===== config.mk =====
export PLATFORM = sky130hd
export DESIGN_NAME = char_cell_screen_pixel_decoder
export DESIGN_NICKNAME = d
export VERILOG_FILES = /design/src/design/ccspd_pkg.sv /design/src/design/ccspd_scan.sv /design/src/design/ccspd_out.sv /design/src/design/char_cell_screen_pixel_decoder.sv
export SDC_FILE = /design/constraint.sdc
export NUM_CORES = 1
export LEC_CHECK = 0
export BUFFER_PORTS_ARGS = -buffer_cell sky130_fd_sc_hd__buf_2
export CAP_MARGIN = 15
export CORE_ASPECT_RATIO = 1.75
export CORE_UTILIZATION = 37
export CTS_CLUSTER_DIAMETER = 120
export DETAILED_ROUTE_END_ITERATION = 8
export PLACE_DENSITY_LB_ADDON = 0.25
export SETUP_SLACK_MARGIN = 0.5
export SYNTH_ARGS = -nofsm -noshare
export SYNTH_HDL_FRONTEND = slang
export SYNTH_SLANG_ARGS = --single-unit

===== constraint.sdc =====
create_clock -name clk_i -period 8.65 [get_ports clk_i]
set_input_delay 0.4325 -clock clk_i [delete_from_list [all_inputs] [get_ports clk_i]]
set_output_delay 0.4325 -clock clk_i [all_outputs]
set_load 0.005 [all_outputs]

===== src/design/ccspd_pkg.sv =====
// Shared types, constants and decode functions for the character cell pixel decoder.
`default_nettype none

package ccspd_pkg;

  typedef enum logic [1:0] {
    PM_ONE  = 2'd0,
    PM_TWO  = 2'd1,
    PM_FOUR = 2'd2
  } pixel_mode_e;

  localparam logic [14:0] WRAP_OFFSETS [4] = '{15'h4000, 15'h6000, 15'h3000, 15'h5800};

  localparam logic [3:0] FG_ONE  = 4'd8;
  localparam logic [3:0] FG_TWO  = 4'd10;
  localparam logic [3:0] FG_FOUR = 4'd7;

  // Effective configuration, geometry already clamped
  typedef struct packed {
    logic [13:0] start_address;
    logic [13:0] cursor_address;
    logic [7:0]  cells;
    logic [7:0]  cells_m1;
    logic [6:0]  rows_m1;
    logic [5:0]  lines;
    logic [4:0]  lines_m1;
    logic [1:0]  pixel_mode;
    logic [1:0]  wrap_select;
  } cfg_t;

  // Input register contents
  typedef struct packed {
    logic [7:0] screen_byte;
    logic [4:0] scanline;
    logic [7:0] column;
    logic [6:0] row;
    logic       last_line;
    logic       frame_end;
  } stage_t;

  function automatic logic [14:0] wrap_addr(input logic [15:0] a, input logic [1:0] sel);
    logic [14:0] sum;
    sum = a[14:0] + WRAP_OFFSETS[sel];
    return a[15] ? sum : a[14:0];
  endfunction

  function automatic logic [31:0] decode_byte(input logic [7:0] b, input logic [1:0] mode);
    logic [31:0] res;
    logic [3:0]  left;
    logic [3:0]  right;
    logic [3:0]  v;
    res   = '0;
    left  = {b[7], b[5], b[3], b[1]};
    right = {b[6], b[4], b[2], b[0]};
    unique case (mode)
      PM_ONE: begin
        for (int p = 0; p < 8; p++) begin
          res[31 - 4*p -: 4] = {b[7 - p], 3'b000};
        end
      end
      PM_TWO: begin
        for (int p = 0; p < 4; p++) begin
          v = {b[7 - p], 1'b0, b[3 - p], 1'b0};
          res[31 - 8*p -: 8] = {v, v};
        end
      end
      default: begin
        res = {left, left, left, left, right, right, right, right};
      end
    endcase
    return res;
  endfunction

  function automatic logic [3:0] cursor_fg(input logic [1:0] mode);
    logic [3:0] fg;
    unique case (mode)
      PM_ONE:  fg = FG_ONE;
      PM_TWO:  fg = FG_TWO;
      default: fg = FG_FOUR;
    endcase
    return fg;
  endfunction

endpackage

`default_nettype wire


===== src/design/ccspd_scan.sv =====
// Scan position counters and the input register.
`default_nettype none

module ccspd_scan (
  input  wire logic                 clk_i,
  input  wire logic                 rst_ni,
  input  wire ccspd_pkg::cfg_t      cfg_i,
  input  wire logic                 in_valid_i,
  output logic                      in_ready_o,
  input  wire logic [7:0]           screen_byte_i,
  input  wire logic                 advance_i,
  output logic                      stage_valid_o,
  output ccspd_pkg::stage_t         stage_o
);

  logic              stage_valid_q;
  ccspd_pkg::stage_t stage_q;
  logic [4:0]        scanline_q, scanline_d;
  logic [7:0]        column_q, column_d;
  logic [6:0]        row_q, row_d;
  logic              accept;
  logic              last_line, last_col, last_row, frame_end;

  assign in_ready_o = !stage_valid_q || advance_i;
  assign accept     = in_valid_i && in_ready_o;

  assign last_line = scanline_q >= cfg_i.lines_m1;
  assign last_col  = column_q >= cfg_i.cells_m1;
  assign last_row  = row_q >= cfg_i.rows_m1;
  assign frame_end = last_line && last_col && last_row;

  always_comb begin
    scanline_d = scanline_q;
    column_d   = column_q;
    row_d      = row_q;
    if (!last_line) begin
      scanline_d = scanline_q + 5'd1;
    end else begin
      scanline_d = '0;
      if (!last_col) begin
        column_d = column_q + 8'd1;
      end else begin
        column_d = '0;
        row_d    = last_row ? 7'd0 : row_q + 7'd1;
      end
    end
  end

  always_ff @(posedge clk_i or negedge rst_ni) begin
    if (!rst_ni) begin
      scanline_q    <= '0;
      column_q      <= '0;
      row_q         <= '0;
      stage_valid_q <= 1'b0;
    end else begin
      if (accept) begin
        scanline_q    <= scanline_d;
        column_q      <= column_d;
        row_q         <= row_d;
        stage_valid_q <= 1'b1;
      end else if (advance_i) begin
        stage_valid_q <= 1'b0;
      end
    end
  end

  always_ff @(posedge clk_i) begin
    if (accept) begin
      stage_q.screen_byte <= screen_byte_i;
      stage_q.scanline    <= scanline_q;
      stage_q.column      <= column_q;
      stage_q.row         <= row_q;
      stage_q.last_line   <= last_line;
      stage_q.frame_end   <= frame_end;
    end
  end

  assign stage_valid_o = stage_valid_q;
  assign stage_o       = stage_q;

  a_frame_wrap: assert property (@(posedge clk_i) disable iff (!rst_ni)
    accept && frame_end |=> scanline_q == 5'd0 && column_q == 8'd0 && row_q == 7'd0)
    else $error("counters not cleared after frame end");

  a_line_step: assert property (@(posedge clk_i) disable iff (!rst_ni)
    accept && !last_line |=> scanline_q == $past(scanline_q) + 5'd1
                             && column_q == $past(column_q) && row_q == $past(row_q))
    else $error("scanline step wrong");

  a_no_overwrite: assert property (@(posedge clk_i) disable iff (!rst_ni)
    stage_valid_q && !advance_i && !accept |=> $stable(stage_q))
    else $error("held word changed");

endmodule

`default_nettype wire


===== src/design/ccspd_out.sv =====
// Address wrap, pixel decode, cursor bar and the result register.
`default_nettype none

module ccspd_out (
  input  wire logic                 clk_i,
  input  wire logic                 rst_ni,
  input  wire ccspd_pkg::cfg_t      cfg_i,
  input  wire logic                 stage_valid_i,
  input  wire ccspd_pkg::stage_t    stage_i,
  output logic                      advance_o,
  output logic                      out_valid_o,
  input  wire logic                 out_ready_i,
  output logic [14:0]               byte_address_o,
  output logic [10:0]               pixel_x_o,
  output logic [11:0]               pixel_y_o,
  output logic [31:0]               pixel_colours_o,
  output logic                      cursor_drawn_o,
  output logic                      frame_end_o
);

  logic        out_valid_q;
  logic [14:0] byte_address_q;
  logic [10:0] pixel_x_q;
  logic [11:0] pixel_y_q;
  logic [31:0] pixel_colours_q;
  logic        cursor_drawn_q;
  logic        frame_end_q;

  logic [12:0] row_cells;
  logic [11:0] row_lines;
  logic [15:0] cell_sum;
  logic [14:0] cell_addr;
  logic [15:0] byte_sum;
  logic [14:0] byte_addr;
  logic [14:0] cursor_addr;
  logic        cursor_bar;
  logic [31:0] colours;
  logic [11:0] pixel_y;

  assign advance_o = stage_valid_i && (!out_valid_q || out_ready_i);

  always_comb begin
    row_cells   = 13'(stage_i.row) * 13'(cfg_i.cells);
    row_lines   = 12'(stage_i.row) * 12'(cfg_i.lines);
    cell_sum    = {cfg_i.start_address[12:0], 3'b000} + {row_cells, 3'b000}
                  + {5'b00000, stage_i.column, 3'b000};
    cell_addr   = ccspd_pkg::wrap_addr(cell_sum, cfg_i.wrap_select);
    byte_sum    = {1'b0, cell_addr} + {11'd0, stage_i.scanline};
    byte_addr   = ccspd_pkg::wrap_addr(byte_sum, cfg_i.wrap_select);
    cursor_addr = ccspd_pkg::wrap_addr({cfg_i.cursor_address[12:0], 3'b000},
                                       cfg_i.wrap_select);
    cursor_bar  = stage_i.last_line && (cell_addr == cursor_addr);
    colours     = cursor_bar ? {8{ccspd_pkg::cursor_fg(cfg_i.pixel_mode)}}
                             : ccspd_pkg::decode_byte(stage_i.screen_byte, cfg_i.pixel_mode);
    pixel_y     = row_lines + {7'd0, stage_i.scanline};
  end

  always_ff @(posedge clk_i or negedge rst_ni) begin
    if (!rst_ni) begin
      out_valid_q <= 1'b0;
    end else begin
      if (advance_o) begin
        out_valid_q <= 1'b1;
      end else if (out_ready_i) begin
        out_valid_q <= 1'b0;
      end
    end
  end

  always_ff @(posedge clk_i) begin
    if (advance_o) begin
      byte_address_q  <= byte_addr;
      pixel_x_q       <= {stage_i.column, 3'b000};
      pixel_y_q       <= pixel_y;
      pixel_colours_q <= colours;
      cursor_drawn_q  <= cursor_bar;
      frame_end_q     <= stage_i.frame_end;
    end
  end

  assign out_valid_o     = out_valid_q;
  assign byte_address_o  = byte_address_q;
  assign pixel_x_o       = pixel_x_q;
  assign pixel_y_o       = pixel_y_q;
  assign pixel_colours_o = pixel_colours_q;
  assign cursor_drawn_o  = cursor_drawn_q;
  assign frame_end_o     = frame_end_q;

  a_bar_solid: assert property (@(posedge clk_i) disable iff (!rst_ni)
    out_valid_q && cursor_drawn_q |-> pixel_colours_q == {8{pixel_colours_q[3:0]}})
    else $error("cursor bar not a solid colour");

  a_bar_last_line: assert property (@(posedge clk_i) disable iff (!rst_ni)
    advance_o && !stage_i.last_line |=> !cursor_drawn_q)
    else $error("cursor bar off the last scanline");

  a_load_shows: assert property (@(posedge clk_i) disable iff (!rst_ni)
    advance_o |=> out_valid_q)
    else $error("loaded word not presented");

endmodule

`default_nettype wire


===== src/design/char_cell_screen_pixel_decoder.sv =====
// Top level: configuration registers and the two-stage decode pipeline.
//
//  channel   handshake               payload
//  in        in_valid_i/in_ready_o   screen_byte_i
//  out       out_valid_o/out_ready_i byte_address_o, pixel_x_o, pixel_y_o,
//                                    pixel_colours_o, cursor_drawn_o, frame_end_o
//  cfg       psel/penable/pwrite     paddr, pwdata, prdata (pready tied high)
//
// One word per cycle while out_ready_i is high; a word passes the input register, then
// the result register across the address and decode logic, before out_valid_o rises.
// Reset clears the scan counters and loads register defaults; no clearing pass.
// With out_ready_i low the result holds and one more word fits in the input register,
// after which in_ready_o drops.
`default_nettype none

module char_cell_screen_pixel_decoder (
  input  wire logic        clk_i,
  input  wire logic        rst_ni,
  input  wire logic        psel,
  input  wire logic        penable,
  input  wire logic        pwrite,
  input  wire logic [4:0]  paddr,
  input  wire logic [31:0] pwdata,
  output logic [31:0]      prdata,
  output logic             pready,
  input  wire logic        in_valid_i,
  output logic             in_ready_o,
  input  wire logic [7:0]  screen_byte_i,
  output logic             out_valid_o,
  input  wire logic        out_ready_i,
  output logic [14:0]      byte_address_o,
  output logic [10:0]      pixel_x_o,
  output logic [11:0]      pixel_y_o,
  output logic [31:0]      pixel_colours_o,
  output logic             cursor_drawn_o,
  output logic             frame_end_o
);

  typedef enum logic [2:0] {
    REG_START   = 3'd0,
    REG_CURSOR  = 3'd1,
    REG_CELLS   = 3'd2,
    REG_ROWS    = 3'd3,
    REG_LINES   = 3'd4,
    REG_MODE    = 3'd5,
    REG_WRAP    = 3'd6
  } reg_idx_e;

  logic [13:0] start_q, cursor_q;
  logic [7:0]  cells_q;
  logic [6:0]  rows_q;
  logic [5:0]  lines_q;
  logic [1:0]  mode_q, wrap_q;
  logic [2:0]  reg_idx;
  logic        wr_en;

  ccspd_pkg::cfg_t   cfg;
  ccspd_pkg::stage_t stage;
  logic              stage_valid;
  logic              advance;
  logic [5:0]        lines_eff;

  assign pready  = 1'b1;
  assign reg_idx = paddr[4:2];
  assign wr_en   = psel && penable && pwrite;

  always_ff @(posedge clk_i or negedge rst_ni) begin
    if (!rst_ni) begin
      start_q  <= 14'd0;
      cursor_q <= 14'd0;
      cells_q  <= 8'd80;
      rows_q   <= 7'd32;
      lines_q  <= 6'd8;
      mode_q   <= ccspd_pkg::PM_ONE;
      wrap_q   <= 2'd0;
    end else if (wr_en) begin
      unique case (reg_idx)
        REG_START:  start_q  <= pwdata[13:0];
        REG_CURSOR: cursor_q <= pwdata[13:0];
        REG_CELLS:  cells_q  <= pwdata[7:0];
        REG_ROWS:   rows_q   <= pwdata[6:0];
        REG_LINES:  lines_q  <= pwdata[5:0];
        REG_MODE:   mode_q   <= pwdata[1:0];
        REG_WRAP:   wrap_q   <= pwdata[1:0];
        default: ;
      endcase
    end
  end

  always_comb begin
    prdata = '0;
    unique case (reg_idx)
      REG_START:  prdata = {18'd0, start_q};
      REG_CURSOR: prdata = {18'd0, cursor_q};
      REG_CELLS:  prdata = {24'd0, cells_q};
      REG_ROWS:   prdata = {25'd0, rows_q};
      REG_LINES:  prdata = {26'd0, lines_q};
      REG_MODE:   prdata = {30'd0, mode_q};
      REG_WRAP:   prdata = {30'd0, wrap_q};
      default:    prdata = '0;
    endcase
  end

  // zero geometry acts as one, more than 32 scanlines as 32
  always_comb begin
    if (lines_q == 6'd0) begin
      lines_eff = 6'd1;
    end else if (lines_q > 6'd32) begin
      lines_eff = 6'd32;
    end else begin
      lines_eff = lines_q;
    end
    cfg.start_address  = start_q;
    cfg.cursor_address = cursor_q;
    cfg.cells          = (cells_q == 8'd0) ? 8'd1 : cells_q;
    cfg.cells_m1       = (cells_q == 8'd0) ? 8'd0 : cells_q - 8'd1;
    cfg.rows_m1        = (rows_q == 7'd0) ? 7'd0 : rows_q - 7'd1;
    cfg.lines          = lines_eff;
    cfg.lines_m1       = 5'(lines_eff - 6'd1);
    cfg.pixel_mode     = mode_q;
    cfg.wrap_select    = wrap_q;
  end

  ccspd_scan u_scan (
    .clk_i         (clk_i),
    .rst_ni        (rst_ni),
    .cfg_i         (cfg),
    .in_valid_i    (in_valid_i),
    .in_ready_o    (in_ready_o),
    .screen_byte_i (screen_byte_i),
    .advance_i     (advance),
    .stage_valid_o (stage_valid),
    .stage_o       (stage)
  );

  ccspd_out u_out (
    .clk_i           (clk_i),
    .rst_ni          (rst_ni),
    .cfg_i           (cfg),
    .stage_valid_i   (stage_valid),
    .stage_i         (stage),
    .advance_o       (advance),
    .out_valid_o     (out_valid_o),
    .out_ready_i     (out_ready_i),
    .byte_address_o  (byte_address_o),
    .pixel_x_o       (pixel_x_o),
    .pixel_y_o       (pixel_y_o),
    .pixel_colours_o (pixel_colours_o),
    .cursor_drawn_o  (cursor_drawn_o),
    .frame_end_o     (frame_end_o)
  );

endmodule

`default_nettype wire

==> impl_metrics.yaml, run 1 <==
status:
  status: "complete, no violations"
global_routing:
  grt_busiest_layer: "met2"
  grt_pass1_wl_microns: 51500
  use_met1_pct: 19.2
  grt_pass1_vias: 9369
  overflow: 0
  grt_use_met2_pct: 40.3
  grt_max_degree: 54
  antenna_found_initial: 0
  grtUsageTotal_pct: 20.3
  grt_util_met3_pct: 2.93
sta:
  hold_viol: 0
  finalClockSkew_ps: 15.1
  worst_pin_slew_ps: 806
  holdWs_ps: 166
  relSlewSlack_pct: 46.1
  final-setup-viol-count: 0
  min_period_ps: 8370
  finalCritPeriodShare_pct: 96.7
  slew_violations: 0
  timing.setup.tns_ps: 0
  rsz0062_at_grt: "true"
  max_freq_mhz: 120
synth:
  ys_seq_area_share_pct: 35.8
  syn_inst: 1167
  ys_ff_latch: 158
  ys_types: 72
  synth-warning-count: 0
  synthTopCellsByArea: "edfxtp_1 20%, dfrtp_1 15%, ha_1 11%, fa_1 10%, inv_1 3.7%"
  synth-edff-count: 83
  yosys.area.top_type: "edfxtp_1"
  postSynth.topFlopCell: "edfxtp_1"
  synth_area_sq_um: 12200
  postSynth.asyncResetShare_pct: 47.5
  synth_top_area_share_pct: 20.4
  syn_area_per_cell_sq_um: 10.5
finish:
  mostFrequentLayoutCells: "115 x inv_1, 115 x buf_2, 97 x ha_1"
  multi_input_area_sq_um: 7560
  diodes: 0
  nNetsFinal: 1558
  seqCellArea_sq_um: 4370
  drive_gt1_share_pct: 28.3
  syn_to_final_growth_pct: 20.7
  nFillCells: 3027
  utilization_pct: 45.6
  final_cell_count_no_fill: 1745
clock_tree:
  clock-sinks: 158
  clk-insertion-delay-late_ps: 450
  clockBufferDepth: 2
  cts-buffers-inserted: 17
  path_clk_slew_ps: 60
  cts.htree.levels: 4
  root_buffer: "clkbuf_16"
  tritoncts: "built"
setup_path:
  slowest_stage: "or3_2"
  crit_fanout: 7
  crit_path_max_incr_delay_ps: 510
  required_ps: 8830
  crit_path_end_kind: "flop"
  worst-endpoint-arrival_ps: 8550
  critical_path_class: "reg2reg"
  crit_path_frequent_cell: "ha_1"
  cp-start-kind: "flop"
run:
  cap_violations: 0
placed_design:
  gp_congestion: 0.892
  dp.cells: 1684
  dp_hpwl_microns: 25400
  port_buffers: 116
floorplanning:
  start_util_pct: 37.7
  ios: 159
  dieHeight_microns: 242
  die_w_microns: 139
  core_area_sq_um: 32300
  die_area_sq_um: 33700
  rows: 87
detailed_routing:
  detail-route-antenna-nets: 0
  firstDrtPassIters: 5
  wl_per_cell_microns: 18.9
  routed-via-count: 9052
  post_drt_via_cell_ratio: 5.19
  drc: 0
  drt_wl_total_microns: 33000
  initialDrtViolationCount: 385
min_path:
  hold_class: "in2reg"
-- Yosys cell counts, types with 26 or more instances --
| cell type | number |
|---|---|
| nor2_1 | 54 |
| nand2_1 | 92 |
| a21o_1 | 26 |
| ha_1 | 111 |
| o21ai_0 | 52 |
| buf_4 | 38 |
| fa_1 | 63 |
| dfrtp_1 | 71 |
| xor2_1 | 28 |
| inv_1 | 120 |
| mux2_2 | 40 |
| and2_1 | 58 |
| clkbuf_1 | 32 |
| xnor2_1 | 44 |
| a21oi_1 | 45 |
| edfxtp_1 | 83 |
-- worst max-delay path, delay by kind of cell, from the launching register on --
kind	cells	cell delay [ps]
flip-flops	1	390
buffers and inverters	4	550
AND/OR/NAND/NOR	13	2580
adder cells (fa/ha/maj)	8	2470
AO/OA/AOI/OAI	11	1830
XOR/XNOR	3	300
-- per-stage QoR --
step | area [sq um] | setup WS (ps)
detailed placement | 13500 | -81.3
CTS | 14300 | 249
global route | 14700 | -38.8
floorplan | 12400 | 300
global placement | 13500 | 37.2
finish | 14700 | 284
-- kinds of logic (layout without fill, tap and decap cells) --
| family | count (synthesis) | after routing | share of synthesized area [%] |
|---|---|---|---|
| AOI/OAI and AO/OA | 179 | 179 | 9.66 |
| xor gates and xnor gates | 74 | 74 | 5.49 |
| and+or+nand+nor | 327 | 328 | 14.2 |
| adders and majority gates | 174 | 174 | 21.7 |
| other | 2 | 22 | 0.0615 |
| buffers and inverters | 195 | 352 | 7.24 |
| DFF | 158 | 158 | 35.8 |
| muxes | 58 | 58 | 5.78 |
-- state kept, by name, indices dropped and copies added (netlist names), 5 cells and up --
name and cells:
u_scan.stage_o 30, u_out.pixel_colours_o 16, u_out.byte_address_o 15, cursor_q 14, start_q 14, u_out.pixel_y_o 12
cells_q 8, u_out.pixel_x_o 8, u_scan.column_q 8, rows_q 7, u_scan.row_q 7, lines_q 6
u_scan.scanline_q 5
-- timing repair --
| item | CTS | global route |
|---|---|---|
| setup endpoints to repair | 20 | 21 |
| pin swaps | 39 | 30 |
| hold buffers | 1 | 0 |
| gates resized for setup | 26 | 51 |
| endpoints found under the hold margin | 29 | 0 |
| buffers inserted | 11 | 16 |
| cloned | 1 | 0 |
-- cell type report --
type / instances / share of cell area, %
clock buffers: 22 / 3.45
clock inverters: 10 / 0.484
inverters: 121 / 3.17
multi-input cells: 835 / 51.3
flip-flops and latches: 158 / 29.7
well taps: 400 / 3.40
repair buffers: 199 / 8.50
-- per-layer routing --
metal  vias up  part of all wire (%)
li1       4240                     -
met1      4482                    34
met2       233                    57
met3        97                   3.0
met4         0                   5.8
met5         -                     0
-- final timing paths --
kind,start,endpoint,slack [ps],cells past startpoint
worst max-delay path,cells_q[1]$_DFFE_PN0P_,u_out.byte_address_o[14]$_DFFE_PP_,280,39
worst min-delay path,screen_byte_i[5],u_scan.stage_o[27]$_DFFE_PP_,170,1
worst max register to register,cells_q[1]$_DFFE_PN0P_,u_out.byte_address_o[14]$_DFFE_PP_,280,39
worst min register to register,u_scan.stage_o[19]$_DFFE_PP_,u_out.byte_address_o[2]$_DFFE_PP_,460,0
max in group asynchronous,rst_ni,u_out.out_valid_o$_DFFE_PN0P_,7160,3
min in group asynchronous,rst_ni,cursor_q[12]$_DFFE_PN0P_,490,2
Power of run 1 is not shown: default switching activity piles up to over one toggle a cycle in this logic, so the estimate is an artifact.
==> run 2, diff against run 1 <==
- SYNTH_HIERARCHICAL: not set -> 1
==> impl_metrics.yaml, run 2 <==
finish:
  layout_commonest_cell: "inv_1"
  largest_register_ffs: 30
  fin_area_sq_um: 14800
  syn_to_final_growth_pct: 18.3
  nNetsFinal: 1548
  drive_gt1_share_pct: 27.7
  diodes: 0
  final_cell_count_no_fill: 1784
  mostFrequentLayoutCells: "122 x inv_1, 115 x buf_2, 100 x ha_1"
sta:
  relSlewSlack_pct: 33.8
  finalCritPeriodShare_pct: 92.9
  final-setup-viol-count: 0
  fin_ws_ps: 611
  hold_viol: 0
  min_period_ps: 8040
  finalClockSkew_ps: 12.7
  worst_pin_slew_ps: 992
  slew_violations: 0
  max_freq_mhz: 124
  rsz0062_at_grt: "true"
  timing.setup.tns_ps: 0
global_routing:
  grt_pass1_vias: 9370
  grt_max_degree: 54
  grtUsageTotal_pct: 18.6
  overflow: 0
  antenna_found_initial: 0
  grt_pass1_wl_microns: 49000
run:
  cap_violations: 0
setup_path:
  slowest_stage: "fa_1"
  cp-start-kind: "flop"
  crit_path_end_kind: "flop"
  path_buf_inv: 6
  critical_path_class: "reg2reg"
  reg2reg_depth: 38
  crit_path_max_incr_delay_ps: 550
  cpLargestDelayFamily: "adder cells"
  worst-endpoint-arrival_ps: 8330
  cp.depth: 38
  required_ps: 8940
  crit_fanout: 7
synth:
  postSynth.asyncResetShare_pct: 47.5
  syn_area_per_cell_sq_um: 10.6
  synth.most_common_cell: "inv_1"
  synth-edff-count: 83
  synthTopCellsByArea: "edfxtp_1 20%, dfrtp_1 14%, ha_1 11%, fa_1 10%, mux2_2 4.9%"
  ys_seq_area_share_pct: 34.9
  yosys.area.top_type: "edfxtp_1"
  synth_area_sq_um: 12500
  synth-warning-count: 6
  postSynth.topFlopCell: "edfxtp_1"
  ys_ff_latch: 158
  yosys-top-cells-count: "127 x inv_1, 112 x ha_1, 83 x edfxtp_1, 71 x dfrtp_1, 70 x nand2_1"
  ys_types: 87
  syn_inst: 1177
  synth_top_area_share_pct: 19.9
clock_tree:
  root_buffer: "clkbuf_16"
  clk-insertion-delay-late_ps: 450
  path_clk_slew_ps: 70
  cts-buffers-inserted: 17
  clock-sinks: 158
  cts.htree.levels: 4
  clockBufferDepth: 2
  tritoncts: "built"
min_path:
  holdPathStages: 1
  hold_class: "in2reg"
floorplanning:
  die_area_sq_um: 34600
  ios: 159
  die_w_microns: 141
  start_util_pct: 37.8
  core_area_sq_um: 33100
  dieHeight_microns: 245
  rows: 88
status:
  status: "complete, no violations"
detailed_routing:
  drt_wl_total_microns: 31100
  post_drt_via_cell_ratio: 5.04
  routed-via-count: 8984
  initialDrtViolationCount: 334
  detail-route-antenna-nets: 0
  wl_per_cell_microns: 17.4
  firstDrtPassIters: 5
  drc: 0
placed_design:
  dp_hpwl_microns: 24100
  port_buffers: 116
  dp.cells: 1732
  pre_cts_ws_ps: 53.6
  gp_congestion: 0.876
  place_area_sq_um: 13600
run 2: worst register-to-register path: cells and delay by family, from the launching register on:
kind | cells | cell delay [ps]
AOI/OAI and AO/OA | 10 | 1660
buffers and inverters | 6 | 550
xor gates and xnor gates | 3 | 410
DFF | 1 | 450
adders and majority gates | 9 | 3280
muxes | 1 | 290
and+or+nand+nor | 9 | 1250
run 2: kinds of logic (layout without fill, tap and decap cells):
kind of cell,count (synthesis),in the layout,synth area share [%]
adders and majority gates,175,175,21.3
other,3,22,0.0899
muxes,87,87,8.00
xor gates and xnor gates,66,66,4.79
DFF,158,158,34.9
AOI/OAI and AO/OA,178,178,10.1
and+or+nand+nor,308,308,13.3
buffers and inverters,202,340,7.56
run 2: timing repair:
| item | in CTS | in global routing |
|---|---|---|
| hold buffers | 1 | 0 |
| endpoints found under the setup margin | 20 | 20 |
| gates resized for setup | 33 | 60 |
| setup buffers | 7 | 12 |
| endpoints found under the hold margin | 28 | 0 |
| pin swaps | 15 | 43 |
run 2: final timing paths:
kind	end	start	slack [ps]
min in group asynchronous	start_q[1]$_DFFE_PN0P_	rst_ni	440
max	u_out/byte_address_o[14]$_DFFE_PP_	cells_q[1]$_DFFE_PN0P_	610
min reg2reg	u_out/frame_end_o$_DFFE_PP_	u_scan/stage_o[0]$_DFFE_PP_	420
max reg2reg	u_out/byte_address_o[14]$_DFFE_PP_	cells_q[1]$_DFFE_PN0P_	610
min	u_scan/stage_o[26]$_DFFE_PP_	screen_byte_i[4]	170
max in group asynchronous	u_scan/row_q[5]$_DFFE_PN0P_	rst_ni	7210
run 2: final cells by class:
type / instances / area [sq um]
Timing Repair Buffer: 179 / 1080
Sequential cell: 158 / 4370
Clock inverter: 15 / 150
Multi-Input combinational cell: 836 / 7740
Fill cell: 3159 / 18300
Clock buffer: 17 / 425
Inverter: 129 / 484
Tap cell: 450 / 563
run 2: routing by layer:
metal,track usage [%],wire length (microns)
met5,0,0
met1,19.3,11700
met2,35.6,17200
met4,9.85,1400
met3,2.61,752
run 2: stage by stage:
stage | hold WS (ps) | utilization, %
after floorplan | 137 | -
after global placement | 382 | 41.1
after detailed placement | 383 | 41.1
after CTS | 156 | 43.6
after global routing | 156 | 44.7
final | 173 | 44.7
Power of run 2 is left out for the same reason.
